==> src/rtl/core/cpbd_pkg.sv <==
// Package with the shared types, constants and the helper function of the cassette decoder.
`timescale 1ns / 1ps
`default_nettype none

package cpbd_pkg;

  // Configuration register indexes
  localparam logic [1:0] REG_VTAPE_EN  = 2'd0;
  localparam logic [1:0] REG_OVERRUN   = 2'd1;
  localparam logic [1:0] REG_ONE_LIMIT = 2'd2;
  localparam logic [1:0] REG_SYNC      = 2'd3;

  localparam int unsigned CFG_IDX_W  = 2;
  localparam int unsigned CFG_DATA_W = 16;

  // Configuration reset values
  localparam logic        VTAPE_EN_RST  = 1'b1;
  localparam logic [15:0] OVERRUN_RST   = 16'd4000;
  localparam logic [15:0] ONE_LIMIT_RST = 16'd2000;
  localparam logic [15:0] SYNC_RST      = 16'hcc33;

  // Tape levels that carry a meaning of their own
  localparam logic [1:0] LEVEL_LOW  = 2'd0;
  localparam logic [1:0] LEVEL_RISE = 2'd1;
  localparam logic [1:0] LEVEL_HIGH = 2'd2;

  // DAC output levels
  localparam logic [7:0] DAC_IDLE = 8'd117;
  localparam logic [7:0] DAC_HIGH = 8'd217;
  localparam logic [7:0] DAC_ZERO = 8'd0;

  // Bits in one framed byte (clock and data bits interleaved)
  localparam logic [4:0] BITS_PER_FRAME = 5'd16;

  typedef enum logic [1:0] {
    KIND_BYTE  = 2'd0,
    KIND_FLUSH = 2'd1,
    KIND_DAC   = 2'd2
  } cpbd_kind_e;

  typedef struct packed {
    logic        vtape_en;
    logic [15:0] overrun_limit;
    logic [15:0] one_bit_limit;
    logic [15:0] sync_pattern;
  } cpbd_cfg_t;

  typedef struct packed {
    logic [1:0]  last_level;
    logic [31:0] last_time;
    logic [15:0] shift_reg;
    logic [4:0]  bits;
    logic        sync;
  } cpbd_state_t;

  typedef struct packed {
    logic       valid;
    cpbd_kind_e kind;
    logic [7:0] value;
  } cpbd_result_t;

  // Pick the data bits at the odd positions 15, 13, ..., 1 into byte bits 7..0.
  function automatic logic [7:0] odd_bits_byte(input logic [15:0] sr);
    logic [7:0] v;
    v = '0;
    for (int k = 0; k < 8; k++) begin
      v[k] = sr[2*k+1];
    end
    return v;
  endfunction

endpackage

`default_nettype wire

==> src/rtl/core/cpbd_in_if.sv <==
// Input channel interface: tape level writes with their timestamps.
`timescale 1ns / 1ps
`default_nettype none

interface cpbd_in_if;
  logic        valid;
  logic        ready;
  logic [1:0]  tape_level;
  logic [31:0] timestamp;

  modport source (output valid, output tape_level, output timestamp, input ready);
  modport sink   (input valid, input tape_level, input timestamp, output ready);
endinterface

`default_nettype wire

==> src/rtl/core/cpbd_out_if.sv <==
// Output channel interface: decoded bytes, flushed bytes and DAC levels.
`timescale 1ns / 1ps
`default_nettype none

interface cpbd_out_if;
  logic       valid;
  logic       ready;
  logic [1:0] result_kind;
  logic [7:0] result_value;

  modport source (output valid, output result_kind, output result_value, input ready);
  modport sink   (input valid, input result_kind, input result_value, output ready);
endinterface

`default_nettype wire

==> src/rtl/core/cpbd_cfg_regs.sv <==
// Configuration register file of the cassette decoder.
`timescale 1ns / 1ps
`default_nettype none

module cpbd_cfg_regs
  import cpbd_pkg::*;
(
  input  wire logic                  clk_i,
  input  wire logic                  rst_ni,
  input  wire logic                  cfg_we_i,
  input  wire logic [CFG_IDX_W-1:0]  cfg_idx_i,
  input  wire logic [CFG_DATA_W-1:0] cfg_wdata_i,
  output cpbd_cfg_t                  cfg_o
);

  cpbd_cfg_t cfg_q, cfg_d;

  // Decode the register index of a write.
  always_comb begin
    cfg_d = cfg_q;
    if (cfg_we_i) begin
      case (cfg_idx_i)
        REG_VTAPE_EN:  cfg_d.vtape_en      = cfg_wdata_i[0];
        REG_OVERRUN:   cfg_d.overrun_limit = cfg_wdata_i;
        REG_ONE_LIMIT: cfg_d.one_bit_limit = cfg_wdata_i;
        REG_SYNC:      cfg_d.sync_pattern  = cfg_wdata_i;
        default:       cfg_d = cfg_q;
      endcase
    end
  end

  always_ff @(posedge clk_i or negedge rst_ni) begin
    if (!rst_ni) begin
      cfg_q.vtape_en      <= VTAPE_EN_RST;
      cfg_q.overrun_limit <= OVERRUN_RST;
      cfg_q.one_bit_limit <= ONE_LIMIT_RST;
      cfg_q.sync_pattern  <= SYNC_RST;
    end else begin
      cfg_q <= cfg_d;
    end
  end

  assign cfg_o = cfg_q;

endmodule

`default_nettype wire

==> src/rtl/core/cpbd_step.sv <==
// Decode logic for one level write: next decoder state and the optional result.
`timescale 1ns / 1ps
`default_nettype none

module cpbd_step
  import cpbd_pkg::*;
(
  input  wire cpbd_cfg_t    cfg_i,
  input  wire cpbd_state_t  state_i,
  input  wire logic [1:0]   level_i,
  input  wire logic [31:0]  ts_i,
  output cpbd_state_t       state_o,
  output cpbd_result_t      result_o
);

  logic [31:0] gap;
  logic        overrun;
  logic        short_gap;
  logic [4:0]  pad_shift;
  logic [15:0] padded;
  logic [15:0] sr_next;
  logic [4:0]  bits_next;
  logic        sync_next;

  // Interval since the last acted write, modulo 2^32.
  assign gap       = ts_i - state_i.last_time;
  assign overrun   = gap > {16'd0, cfg_i.overrun_limit};
  assign short_gap = gap < {16'd0, cfg_i.one_bit_limit};

  // A partial byte is padded with zeros at the low end before the flush.
  assign pad_shift = BITS_PER_FRAME - state_i.bits;
  assign padded    = state_i.shift_reg << pad_shift;

  // Shift in one 1 bit on a short pulse, two 0 bits on a long one.
  always_comb begin
    sr_next   = state_i.shift_reg;
    bits_next = state_i.bits;
    sync_next = state_i.sync;
    if (short_gap) begin
      sr_next = {state_i.shift_reg[14:0], 1'b1};
      if (state_i.sync) begin
        bits_next = state_i.bits + 5'd1;
      end else if (sr_next == cfg_i.sync_pattern) begin
        sync_next = 1'b1;
        bits_next = BITS_PER_FRAME;
      end
    end else begin
      sr_next = {state_i.shift_reg[13:0], 2'b00};
      if (state_i.sync) begin
        bits_next = state_i.bits + 5'd2;
      end
    end
  end

  // Select the action for this write.
  always_comb begin
    state_o        = state_i;
    result_o.valid = 1'b0;
    result_o.kind  = KIND_BYTE;
    result_o.value = '0;
    if (level_i != state_i.last_level) begin
      state_o.last_level = level_i;
      if (cfg_i.vtape_en) begin
        state_o.last_time = ts_i;
        if (overrun) begin
          if (state_i.bits != 5'd0 && state_i.bits < BITS_PER_FRAME) begin
            result_o.valid = 1'b1;
            result_o.kind  = KIND_FLUSH;
            result_o.value = odd_bits_byte(padded);
          end
          state_o.shift_reg = '0;
          state_o.bits      = '0;
          state_o.sync      = 1'b0;
        end else if (level_i == LEVEL_RISE) begin
          state_o.shift_reg = sr_next;
          state_o.bits      = bits_next;
          state_o.sync      = sync_next;
          if (bits_next >= BITS_PER_FRAME) begin
            result_o.valid    = 1'b1;
            result_o.kind     = KIND_BYTE;
            result_o.value    = odd_bits_byte(sr_next);
            state_o.bits      = bits_next - BITS_PER_FRAME;
            state_o.shift_reg = '0;
          end
        end
      end else begin
        result_o.valid = 1'b1;
        result_o.kind  = KIND_DAC;
        case (level_i)
          LEVEL_LOW:  result_o.value = DAC_IDLE;
          LEVEL_HIGH: result_o.value = DAC_HIGH;
          default:    result_o.value = DAC_ZERO;
        endcase
      end
    end
  end

endmodule

`default_nettype wire

==> src/rtl/core/cassette_pulse_bit_decoder_top.sv <==
// Top level of the cassette pulse-interval bit decoder with DAC pass-through.
//
//   Channel   Direction  Payload                           Handshake
//   in_i      sink       tape_level[1:0], timestamp[31:0]  valid/ready
//   out_o     source     result_kind[1:0], result_value    valid/ready
//   cfg       write      cfg_idx_i[1:0], cfg_wdata_i[15:0] cfg_we_i
//
// One write is taken per cycle while the output does not stall; it is held in the input
// register and its result is then loaded into the output register for the sink to take.
// The decoder state is updated in the same cycle, so back-to-back writes chain at full rate.
// Reset (rst_ni low, asynchronous) restores the register defaults and clears the decoder.
// A stalled output holds the input register; a new write is taken whenever that register
// is empty or moves on in the same cycle.
`timescale 1ns / 1ps
`default_nettype none

module cassette_pulse_bit_decoder_top
  import cpbd_pkg::*;
(
  input  wire logic                  clk_i,
  input  wire logic                  rst_ni,
  cpbd_in_if.sink                    in_i,
  cpbd_out_if.source                 out_o,
  input  wire logic                  cfg_we_i,
  input  wire logic [CFG_IDX_W-1:0]  cfg_idx_i,
  input  wire logic [CFG_DATA_W-1:0] cfg_wdata_i
);

  cpbd_cfg_t    cfg;
  cpbd_state_t  state_q, state_d;
  cpbd_result_t result;

  logic        in_valid_q;
  logic [1:0]  level_q;
  logic [31:0] ts_q;
  logic        out_valid_q;
  logic [1:0]  kind_q;
  logic [7:0]  value_q;
  logic        out_free;
  logic        fire;

  cpbd_cfg_regs u_cfg (
    .clk_i       (clk_i),
    .rst_ni      (rst_ni),
    .cfg_we_i    (cfg_we_i),
    .cfg_idx_i   (cfg_idx_i),
    .cfg_wdata_i (cfg_wdata_i),
    .cfg_o       (cfg)
  );

  cpbd_step u_step (
    .cfg_i    (cfg),
    .state_i  (state_q),
    .level_i  (level_q),
    .ts_i     (ts_q),
    .state_o  (state_d),
    .result_o (result)
  );

  // The held write completes when the output register can take its result.
  assign out_free   = !out_valid_q || out_o.ready;
  assign fire       = in_valid_q && out_free;
  assign in_i.ready = !in_valid_q || fire;

  // Input register.
  always_ff @(posedge clk_i or negedge rst_ni) begin
    if (!rst_ni) begin
      in_valid_q <= 1'b0;
    end else if (in_i.ready) begin
      in_valid_q <= in_i.valid;
    end
  end

  always_ff @(posedge clk_i) begin
    if (in_i.valid && in_i.ready) begin
      level_q <= in_i.tape_level;
      ts_q    <= in_i.timestamp;
    end
  end

  // Decoder state.
  always_ff @(posedge clk_i or negedge rst_ni) begin
    if (!rst_ni) begin
      state_q <= '0;
    end else if (fire) begin
      state_q <= state_d;
    end
  end

  // Output register.
  always_ff @(posedge clk_i or negedge rst_ni) begin
    if (!rst_ni) begin
      out_valid_q <= 1'b0;
    end else if (fire && result.valid) begin
      out_valid_q <= 1'b1;
    end else if (out_o.ready) begin
      out_valid_q <= 1'b0;
    end
  end

  always_ff @(posedge clk_i) begin
    if (fire && result.valid) begin
      kind_q  <= result.kind;
      value_q <= result.value;
    end
  end

  assign out_o.valid        = out_valid_q;
  assign out_o.result_kind  = kind_q;
  assign out_o.result_value = value_q;

  // A new result only follows a completed write.
  a_result_from_fire: assert property (@(posedge clk_i) disable iff (!rst_ni)
    $rose(out_valid_q) |-> $past(fire))
    else $error("result appeared without a completed write");

  // A pending partial byte never reaches a full frame between writes.
  a_bits_below_frame: assert property (@(posedge clk_i) disable iff (!rst_ni)
    state_q.bits < BITS_PER_FRAME)
    else $error("bit count left at a full frame");

  // Bits are only counted after sync was found.
  a_bits_need_sync: assert property (@(posedge clk_i) disable iff (!rst_ni)
    !state_q.sync |-> state_q.bits == 5'd0)
    else $error("bits counted without sync");

  // A write of the unchanged level leaves the decoder untouched.
  a_same_level_idle: assert property (@(posedge clk_i) disable iff (!rst_ni)
    fire && level_q == state_q.last_level |=> $stable(state_q))
    else $error("unchanged level altered the decoder state");

endmodule

`default_nettype wire
==> src/flat_wrapper.sv <==
// flat-port wrapper written by rule: the top's interface ports become plain ports
module cassette_pulse_bit_decoder_top_flat import cpbd_pkg::*;
  (clk_i, rst_ni, cfg_we_i, cfg_idx_i, cfg_wdata_i, in_i_valid, in_i_tape_level, in_i_timestamp, in_i_ready, out_o_valid, out_o_result_kind, out_o_result_value, out_o_ready);
  cpbd_in_if in_i_i ();
  cpbd_out_if out_o_i ();
  input  wire logic clk_i;
  input  wire logic rst_ni;
  input  wire logic cfg_we_i;
  input  wire logic [CFG_IDX_W-1:0] cfg_idx_i;
  input  wire logic [CFG_DATA_W-1:0] cfg_wdata_i;
  input wire logic [$bits(in_i_i.valid)-1:0] in_i_valid;
  input wire logic [$bits(in_i_i.tape_level)-1:0] in_i_tape_level;
  input wire logic [$bits(in_i_i.timestamp)-1:0] in_i_timestamp;
  output wire logic [$bits(in_i_i.ready)-1:0] in_i_ready;
  output wire logic [$bits(out_o_i.valid)-1:0] out_o_valid;
  output wire logic [$bits(out_o_i.result_kind)-1:0] out_o_result_kind;
  output wire logic [$bits(out_o_i.result_value)-1:0] out_o_result_value;
  input wire logic [$bits(out_o_i.ready)-1:0] out_o_ready;
  assign in_i_i.valid = in_i_valid;
  assign in_i_i.tape_level = in_i_tape_level;
  assign in_i_i.timestamp = in_i_timestamp;
  assign in_i_ready = in_i_i.ready;
  assign out_o_valid = out_o_i.valid;
  assign out_o_result_kind = out_o_i.result_kind;
  assign out_o_result_value = out_o_i.result_value;
  assign out_o_i.ready = out_o_ready;
  cassette_pulse_bit_decoder_top u_core (.clk_i(clk_i), .rst_ni(rst_ni), .in_i(in_i_i), .out_o(out_o_i), .cfg_we_i(cfg_we_i), .cfg_idx_i(cfg_idx_i), .cfg_wdata_i(cfg_wdata_i));
endmodule
==> config.mk <==
export PLATFORM = sky130hd
export DESIGN_NAME = cassette_pulse_bit_decoder_top_flat
export DESIGN_NICKNAME = d
export VERILOG_FILES = /design/src/rtl/core/cpbd_pkg.sv /design/src/rtl/core/cpbd_in_if.sv /design/src/rtl/core/cpbd_out_if.sv /design/src/rtl/core/cpbd_cfg_regs.sv /design/src/rtl/core/cpbd_step.sv /design/src/rtl/core/cassette_pulse_bit_decoder_top.sv /design/src/flat_wrapper.sv
export SDC_FILE = /design/constraint.sdc
export NUM_CORES = 1
export LEC_CHECK = 0
export BUFFER_PORTS_ARGS = -buffer_cell sky130_fd_sc_hd__buf_2
export CAP_MARGIN = 20
export CELL_PAD_IN_SITES_DETAIL_PLACEMENT = 0
export CELL_PAD_IN_SITES_GLOBAL_PLACEMENT = 2
export CORE_AREA = 2 2 167 169
export CTS_BUF_LIST = sky130_fd_sc_hd__clkbuf_8
export CTS_CLUSTER_SIZE = 12
export DETAILED_ROUTE_END_ITERATION = 8
export DIE_AREA = 0 0 169 171
export PLACE_DENSITY = 0.74
export RECOVER_POWER = 50
export SLEW_MARGIN = 0
export SYNTH_ARGS = -nofsm -noshare
export SYNTH_HDL_FRONTEND = slang
export SYNTH_SLANG_ARGS = --single-unit
==> constraint.sdc <==
create_clock -name clk_i -period 6 [get_ports clk_i]
set_clock_uncertainty 0.05 [all_clocks]
set_input_delay 0 -clock clk_i [delete_from_list [all_inputs] [get_ports clk_i]]
set_output_delay 0 -clock clk_i [all_outputs]
set_load 0.1 [all_outputs]
==> flow_summary.yaml, run 1 <==
timing:
  clock.fmax_mhz: 200.1
  setup_violations: 0
  slew_viol_final: 107
  slew_headroom: -1.637
  rsz0062_at_grt: "no"
  tightest_slew_ns: 3.956
  fin_crit_ns: 4.998
  setup_tns_ns: 0
  final_hold_viol_count: 0
  fin_crit_sh: 0.8330
clocking:
  cts_root_buf: "clkbuf_8"
  cts_buffers: 17
  clk_path_buf_depth: 2
  cts_sinks: 151
  clkLatencyLatePin_ns: 0.49
  post_cts_buffers: 0
  cts.htree.levels: 4
  cts_tree: "yes"
  clkTransAtPathRegs_ns: 0.11
critical_path:
  worst_ep_required_time_ns: 6.28
  crit_buf_inv: 0
  slowest_delay_ns: 0.63
  cp_max_fo: 9
  cp-end-kind: "register"
  regToRegSetupSlack_ns: 1.00
  critPathTopFamily: "simple AND/OR/NAND/NOR gates"
  r2r-end: "u_core.out_o.result_value[3]"
  start_kind: "register"
  rr_startpoint: "u_core.state_q[22]"
  crit_type: "register to register"
  worstPathArrival_ns: 5.28
  reg2regPathDepth: 17
  path_cells: "ha_1, fa_1, nand2b_1, a21oi_1, o21ai_0, o211ai_1, xor2_1, ha_1, nand4_1, nor3_1, a21oi_1, and2_0, a31oi_1, and3_1, nand4bb_1, or3_1, o221ai_2"
  crit_slowest_cell: "or3_1"
floorplan:
  start_util: 0.3510
  die_w_um: 169
  num_rows: 61
  fp.dieH_um: 171
  core_sq_um: 27320
  pin_count: 69
  dieArea_sq_um: 28900
detailed_routing:
  drt_iter0_markers: 423
  vias: 7469
  drc: 0
  wl_per_cell_um: 17.62
  wl_mm: 25.22
  first_pass_iters: 7
  ant_nets: 0
  vias_per_cell: 5.219
power:
  p_leak_uw: 0.004616
  pwr-share-seq: 0.264
  p_int_uw: 2764
  p_sw_frac: 0.4779
  clkPwrFrac: 0.157
  power.density_nw_per_um2: 472.7
  vdd_drop_max_mv: 0.2763
  combPwrFrac: 0.579
  p_total_uw: 5294
  netSwitchingPower_uw: 2530
yosys:
  syn_avg_cell_area_sq_um: 10.01
  synth_area_leaders: "dfrtp_1 22%, edfxtp_1 14%, ha_1 8.9%"
  synth_seq_cells: 151
  ys_seq_area_frac: 0.4197
  yosys_most_used_dff: "dfrtp_1"
  syn-num-nets: 1084
  ys_types: 76
  synth-edff-count: 44
  yosysTopAreaCell: "dfrtp_1"
  synth_cells: 958
  syn_area_sq_um: 9590
  asyncSetResetFlopFracSynth: 0.7086
  synth_top_area_frac: 0.2244
  ys.warnings.count: 0
global_route:
  grt_pass1_wl_mm: 40.49
  grt_start_max_net_pins: 75
  grt_pass1_vias: 7450
  antenna_found_initial: 0
  grtUsageTotal: 0.1806
  gr-total-overflow: 0
cells_and_area:
  multi_input_area_sq_um: 5070
  area_growth_pct: 16.76
  layout-drive-gt1-share: 0.1779
  fill_cells: 2745
  nets: 1198
  insertedDiodeCount: 0
  seq_area_sq_um: 4025
worst_hold_path:
  min_to: "u_core.ts_q[26]"
  hold_path_depth: 2
  hp-class: "input pin to register"
  hold_start: "in_i_timestamp[26]"
placed_design:
  portBuffers: 68
  place_congestion: 0.8400
  place.detailed.hpwl_mm: 18.64
run_status:
  status: "finished, violations left"
  violations: "capacitance limit, slew limit"
run:
  drv_cap: 2
-- synthesized netlist by cell type (13+ instances only) --
library cell,instances
xnor2_1,25
mux2_2,56
ha_1,68
mux2i_1,32
clkbuf_1,21
nand4_1,29
inv_1,85
nand2_1,87
a21oi_1,56
nand3_1,18
edfxtp_1,44
dfstp_2,21
dfrtp_1,86
nor2_1,43
nor3_1,13
o21ai_0,64
-- sequential cells by signal, indices dropped and copies added (netlist names) --
register	count
u_core.u_cfg.cfg_o	49
u_core.in_valid_q	1
u_core.out_o.result_kind	2
u_core.level_q	2
u_core.out_o.valid	1
u_core.out_o.result_value	8
u_core.state_q	56
u_core.ts_q	32
-- routing by layer --
layer | track usage | up-vias | share of wire
met5 | 0 | - | 0
met4 | 0.05946 | 0 | 0.019
met3 | 0.02753 | 26 | 0.026
met2 | 0.2960 | 108 | 0.47
met1 | 0.2452 | 3612 | 0.49
li1 | - | 3723 | -
-- power groups by stage --
stage / combinational (uW) / clock (uW) / sequential, uW
2_1_floorplan: 2200 / 0 / 1510
3_3_place_gp: 3040 / 0 / 1420
3_5_place_dp: 3030 / 0 / 1420
4_1_cts: 3080 / 869 / 1400
5_1_grt: 3450 / 910 / 1430
6_report: 3060 / 831 / 1400
-- placed cells by master (no fill, tap or decap), types with 21 or more instances in the layout --
master,netlist,final
buf_2,10,50
dlygate4sd3_1,0,57
dfrtp_1,86,86
mux2_2,56,56
mux2i_1,32,32
nor2_1,43,42
dfstp_2,21,21
inv_1,85,85
nand2_1,87,87
ha_1,68,68
edfxtp_1,44,44
a21oi_1,56,56
o21ai_0,64,64
xnor2_1,25,25
nand4_1,29,29
-- stage by stage --
stage | std cells | worst slack (ns) | hold WS [ns] | area (sq um) | util
finish | 1431 | 1.002 | 0.1573 | 11200 | 0.4098
global route | 1431 | 0.4217 | 0.1399 | 11200 | 0.4098
CTS | 1431 | 0.9425 | 0.1245 | 11240 | 0.4115
detailed placement | 1341 | 1.023 | -0.04507 | 10240 | 0.3749
global placement | 1341 | 1.103 | -0.05212 | 10240 | 0.3749
floorplan | 958 | 1.385 | -0.3456 | 9590 | -
-- repair_timing --
action,in CTS,in global routing
resized for setup,0,0
hold buffers,58,0
endpoints found under the hold margin,118,0
-- layout make-up --
class,instances,area share
multi-input combinational,684,0.4527
sequential,151,0.3594
timing repair buffer,133,0.08402
tap,346,0.03866
inverter,85,0.02849
clock buffer,17,0.02089
clock inverter,15,0.01575
-- worst max path at each step --
| stage | from | slack [ns] | endpoint | cells past startpoint |
|---|---|---|---|---|
| floorplan | u_core.state_q[22] | 1.38 | u_core.out_o.result_kind[0] | 18 |
| global placement | u_core.ts_q[0] | 1.10 | u_core.out_o.result_value[3] | 18 |
| detailed placement | u_core.state_q[22] | 1.02 | u_core.out_o.result_value[3] | 17 |
| CTS | u_core.state_q[22] | 0.94 | u_core.out_o.result_value[3] | 17 |
| global route | u_core.ts_q[0] | 0.42 | u_core.out_o.result_value[3] | 19 |
| finish | u_core.state_q[22] | 1.00 | u_core.out_o.result_value[3] | 17 |
-- cell families after synthesis --
group / after synthesis / synth area share
DFF: 151 / 0.4197
xor gates and xnor gates: 36 / 0.03288
and+or+nand+nor: 250 / 0.1295
adders and majority gates: 69 / 0.09080
muxes: 89 / 0.1015
buffers and inverters: 123 / 0.05258
AOI/OAI and AO/OA: 240 / 0.1730
Note: power is estimated with default switching activity, not from simulation.
==> run 2: changes to the inputs <==
- clock period: 6 -> 5.09 ns (I/O delays scaled with it)
==> run 2 against run 1 <==
The flow still finishes with violations (capacitance limit, slew limit). Flip-flop and latch count unchanged. Clock-buffer cell count is the same. Worst hold slack is essentially flat. Combinational power is 20% higher. Via count down 1.3%. Sequential power is 18% higher.
==> flow_summary.yaml, run 2 (synthesis gave the netlist of run 1 again) <==
floorplan:
  dieArea_sq_um: 28900
  start_util: 0.3510
  core_sq_um: 27320
  num_rows: 61
  die_w_um: 169
  pin_count: 69
  fp.dieH_um: 171
critical_path:
  cp_max_fo: 16
  start_kind: "register"
  cp-end-kind: "register"
  slowest_delay_ns: 0.51
  worstPathArrival_ns: 4.93
  crit_slowest_cell: "or3_1"
  crit_type: "register to register"
  worst_ep_required_time_ns: 5.38
  path_cells: "ha_1, fa_1, nand2b_1, a21oi_2, o21ai_1, nand2_1, xor2_1, ha_1, nand2_1, nor2_1, a2111oi_0, o21ai_0, and2_0, a31oi_2, and3_1, nand4bb_1, buf_4, or3_1, o221ai_2"
detailed_routing:
  wl_mm: 25.16
  vias: 7372
  vias_per_cell: 5.144
  drc: 0
  drt_iter0_markers: 322
  wl_per_cell_um: 17.55
  first_pass_iters: 4
  ant_nets: 0
cells_and_area:
  top_register: "u_core.state_q"
  most-common-layout-cells: "87 x nand2_1, 86 x dfrtp_1, 85 x inv_1"
  fin_area_sq_um: 11260
  final_cells: 1433
  area_growth_pct: 17.36
  layout_commonest_cell: "nand2_1"
  layout-drive-gt1-share: 0.1877
  insertedDiodeCount: 0
  nets: 1200
  largest_reg_flops: 56
power:
  pwr-share-seq: 0.261
  netSwitchingPower_uw: 3025
  p_sw_frac: 0.4787
  combPwrFrac: 0.579
  power.density_nw_per_um2: 561.4
  vdd_drop_max_mv: 0.2369
  p_leak_uw: 0.004643
  p_int_uw: 3294
  clkPwrFrac: 0.160
clocking:
  cts_buffers: 17
  clk_path_buf_depth: 2
  post_cts_buffers: 0
  cts_root_buf: "clkbuf_8"
  clkTransAtPathRegs_ns: 0.12
  cts_tree: "yes"
  cts_sinks: 151
  clkLatencyLatePin_ns: 0.49
  cts.htree.levels: 4
timing:
  clock.fmax_mhz: 215.3
  slew_viol_final: 70
  final_hold_viol_count: 0
  fin_crit_sh: 0.9127
  whs_ns: 0.1575
  tightest_slew_ns: 3.989
  fin_crit_ns: 4.646
  slew_headroom: -1.660
  setup_violations: 0
placed_design:
  place_area_sq_um: 10270
  dpl.cell_count: 1345
  portBuffers: 68
  place_congestion: 0.8349
  place.detailed.hpwl_mm: 18.65
global_route:
  antenna_found_initial: 0
  grt_pass1_vias: 7430
  grt_pass1_wl_mm: 40.30
  gr-total-overflow: 0
  grt_start_max_net_pins: 70
  grtUsageTotal: 0.1796
run_status:
  violations: "capacitance limit, slew limit"
  status: "finished, violations left"
run:
  drv_cap: 1
worst_hold_path:
  hp-class: "input pin to register"
run 2: cell count changes in the layout (fill, tap and decap cells not counted), sizes merged:
cell and change:
inv -2, buf +6, clkinv +2, dlygate4sd3 -1, clkbuf -3
run 2: power groups by stage:
stage               Clock, uW  Sequential, uW  Combinational, uW
global placement            0            1670               3610
global route             1100            1680               4100
detailed placement          0            1680               3600
floorplan                   0            1780               2600
finish                   1010            1650               3660
CTS                      1050            1650               3660
run 2: path summary, 6_finish.rpt:
kind | endpoint | slack, ns | cells after the start | startpoint
min | u_core.ts_q[26] | 0.16 | 2 | in_i_timestamp[26]
max reg2reg | u_core.out_o.result_value[3] | 0.44 | 19 | u_core.state_q[22]
max in group asynchronous | u_core.u_cfg.cfg_o[30] | 0.96 | 3 | rst_ni
max | u_core.out_o.result_value[3] | 0.44 | 19 | u_core.state_q[22]
min reg2reg | u_core.state_q[22] | 0.45 | 2 | u_core.state_q[22]
min in group asynchronous | u_core.state_q[27] | 1.41 | 2 | rst_ni
run 2: what timing repair did:
action                                 CTS  global route
resized for setup                        0             6
hold buffers                            56             0
endpoints found under the hold margin  134             0
setup endpoints to repair                0            34
run 2: per-layer routing:
layer	wire, um	track usage
met4	378	0.05091
met2	11940	0.2974
met3	716	0.02683
met1	12120	0.2448
met5	0	0
run 2: area by class of cell:
type / instances / area, sq um
Sequential cell: 151 / 4025
Multi-Input combinational cell: 684 / 5087
Clock inverter: 15 / 196.4
Clock buffer: 17 / 234.0
Tap cell: 346 / 432.9
Timing Repair Buffer: 135 / 960.9
Fill cell: 2755 / 16070
Inverter: 85 / 319.1
run 2: critical path: cells and delay by family (launching register included):
family                     cells  cell delay, ns
and+or+nand+nor                8            1.39
DFF                            1            0.40
xor gates and xnor gates       1            0.24
adders and majority gates      3            0.87
AOI/OAI and AO/OA              6            1.32
buffers and inverters          1            0.21
run 2: stage by stage:
| step | TNS, ns | power, uW | worst slack, ns | util |
|---|---|---|---|---|
| floorplan | 0 | 4375 | 0.4746 | - |
| global placement | 0 | 5278 | 0.2775 | 0.3760 |
| detailed placement | 0 | 5280 | 0.1868 | 0.3760 |
| CTS | 0 | 6364 | 0.1338 | 0.4122 |
| global route | -0.4075 | 6880 | -0.04212 | 0.4119 |
| finish | 0 | 6319 | 0.4443 | 0.4119 |
==> run 3: changes to the inputs <==
- clock period: 5.09 -> 5.6 ns (I/O delays scaled with it)
==> run 3 against run 2 <==
The flow still finishes with violations (capacitance limit, slew limit). Flip-flop and latch count unchanged. Final cell count unchanged. Global-route usage grew 0.066 points. Die area stayed put. Non-clock buffer count stayed put. Setup slack better by 0.20 ns. Via count up 1.7%. Maximum frequency down 6.2%. Clock-buffer cell count unchanged. Critical path type unchanged.
==> flow_summary.yaml, run 3 (synthesis gave the netlist of run 1 again) <==
critical_path:
  start_kind: "register"
  reg2regPathDepth: 20
  slowest_delay_ns: 0.42
  critPathTopFamily: "compound AO/OA/AOI/OAI gates"
  cp_max_fo: 16
  crit_type: "register to register"
  worst_ep_required_time_ns: 5.94
  crit_slowest_cell: "a211o_4"
  path_cells: "inv_1, ha_1, fa_1, nand2b_1, a21oi_1, o21ai_0, nand2_1, xor2_1, ha_1, nand2_1, nor2_1, a2111oi_0, o21ai_0, and2_0, a31oi_1, and3_1, nand4bb_1, buf_4, a211o_4, o2bb2ai_1"
  rr_startpoint: "u_core.ts_q[0]"
  worstPathArrival_ns: 5.30
  regToRegSetupSlack_ns: 0.65
  cp-end-kind: "register"
  r2r-end: "u_core.state_q[19]"
  crit_buf_inv: 2
timing:
  tightest_slew_ns: 3.307
  clock.fmax_mhz: 201.8
  slew_headroom: -1.205
  fin_crit_sh: 0.8848
  final_hold_viol_count: 0
  slew_viol_final: 104
  setup_violations: 0
  setup_tns_ns: 0
  rsz0062_at_grt: "no"
  fin_crit_ns: 4.955
clocking:
  clkLatencyLatePin_ns: 0.49
  clkTransAtPathRegs_ns: 0.12
  cts_buffers: 17
  cts_sinks: 151
  cts_resized: 0
  cts-hold-fix-buffers: 58
  post_cts_buffers: 0
  clk_path_buf_depth: 2
  cts_tree: "yes"
  cts.htree.levels: 4
  cts_root_buf: "clkbuf_8"
detailed_routing:
  vias: 7494
  wl_mm: 25.06
  drc: 0
  drt_iter0_markers: 420
  first_pass_iters: 5
  vias_per_cell: 5.230
  wl_per_cell_um: 17.49
  ant_nets: 0
run:
  drv_cap: 2
floorplan:
  num_rows: 61
  dieArea_sq_um: 28900
  start_util: 0.3510
  fp.dieH_um: 171
  pin_count: 69
  core_sq_um: 27320
  die_w_um: 169
cells_and_area:
  largest_reg_flops: 56
  nets: 1200
  insertedDiodeCount: 0
  most-common-layout-cells: "87 x nand2_1, 86 x dfrtp_1, 85 x inv_1"
  area_growth_pct: 16.80
  fill_cells: 2790
  layout_commonest_cell: "nand2_1"
  layout-drive-gt1-share: 0.1803
  top_register: "u_core.state_q"
run_status:
  status: "finished, violations left"
  violations: "capacitance limit, slew limit"
global_route:
  antenna_found_initial: 0
  grt_start_max_net_pins: 78
  grt_pass1_wl_mm: 40.62
  gr-total-overflow: 0
  grt_pass1_vias: 7539
  grtUsageTotal: 0.1802
power:
  p_leak_uw: 0.004625
  vdd_drop_max_mv: 0.2934
  p_total_uw: 5664
  power.density_nw_per_um2: 505.6
placed_design:
  place.detailed.hpwl_mm: 18.72
  portBuffers: 68
  place_congestion: 0.8221
worst_hold_path:
  hold_start: "in_i_timestamp[24]"
  min_to: "u_core.ts_q[24]"
  hold_path_depth: 2
  hp-class: "input pin to register"
run 3: cell types whose count changed in the layout (fill, tap and decap cells not counted), moves of 2 or more:
cell | before | now
buf_4 | 10 | 7
clkinv_4 | 0 | 3
a21oi_1 | 53 | 56
a21oi_2 | 4 | 1
inv_6 | 3 | 5
inv_12 | 2 | 0
o21ai_1 | 7 | 5
o21ai_0 | 62 | 64
clkinv_8 | 6 | 1
run 3: layout make-up:
cell class,count,area [sq um],area share
multi-input combinational,684,5070,0.4526
sequential,151,4025,0.3593
timing repair buffer,135,962.2,0.08589
tap,346,432.9,0.03865
inverter,85,319.1,0.02848
clock buffer,17,234.0,0.02089
clock inverter,15,158.9,0.01419
run 3: worst reg2reg max path: stages, from the launching register on:
cell	delay, ns
edfxtp_1	0.34
inv_1	0.05
ha_1	0.21
fa_1	0.40
nand2b_1	0.18
a21oi_1	0.29
o21ai_0	0.21
nand2_1	0.12
xor2_1	0.23
ha_1	0.28
nand2_1	0.08
nor2_1	0.04
a2111oi_0	0.35
o21ai_0	0.13
and2_0	0.16
a31oi_1	0.27
and3_1	0.21
nand4bb_1	0.35
buf_4	0.32
a211o_4	0.42
o2bb2ai_1	0.19
run 3: per-stage QoR:
stage / setup WS (ns) / utilization / hold WS [ns] / cell area (sq um) / std cells
final: 0.6453 / 0.4100 / 0.1642 / 11200 / 1433
after global routing: 0.1396 / 0.4100 / 0.1351 / 11200 / 1433
after CTS: 0.5630 / 0.4111 / 0.1308 / 11230 / 1432
after floorplan: 0.9846 / - / -0.3456 / 9590 / 958
after detailed placement: 0.6323 / 0.3751 / -0.06825 / 10250 / 1342
after global placement: 0.7550 / 0.3751 / -0.07304 / 10250 / 1342
run 3: report_power, final:
part,internal (uW),switching (uW)
Sequential,1400,102
Clock,370,504
Combinational,1220,2070
Total,2990,2670
run 3: worst max-delay path by stage:
stage / to / startpoint / slack, ns / depth (start not counted)
after global routing: u_core.state_q[19] / u_core.state_q[22] / 0.14 / 19
final: u_core.state_q[19] / u_core.ts_q[0] / 0.65 / 20
after detailed placement: u_core.out_o.result_value[3] / u_core.state_q[22] / 0.63 / 17
after CTS: u_core.out_o.result_value[3] / u_core.ts_q[0] / 0.56 / 19
after global placement: u_core.out_o.result_value[6] / u_core.state_q[22] / 0.75 / 18
after floorplan: u_core.out_o.result_kind[0] / u_core.state_q[22] / 0.98 / 18
run 3: routing by layer:
layer | global-route usage | routed length [um] | up-vias
li1 | - | - | 3733
met1 | 0.2414 | 11930 | 3596
met2 | 0.2962 | 11780 | 129
met3 | 0.03192 | 785 | 36
met4 | 0.05946 | 561 | 0
met5 | 0 | 0 | -
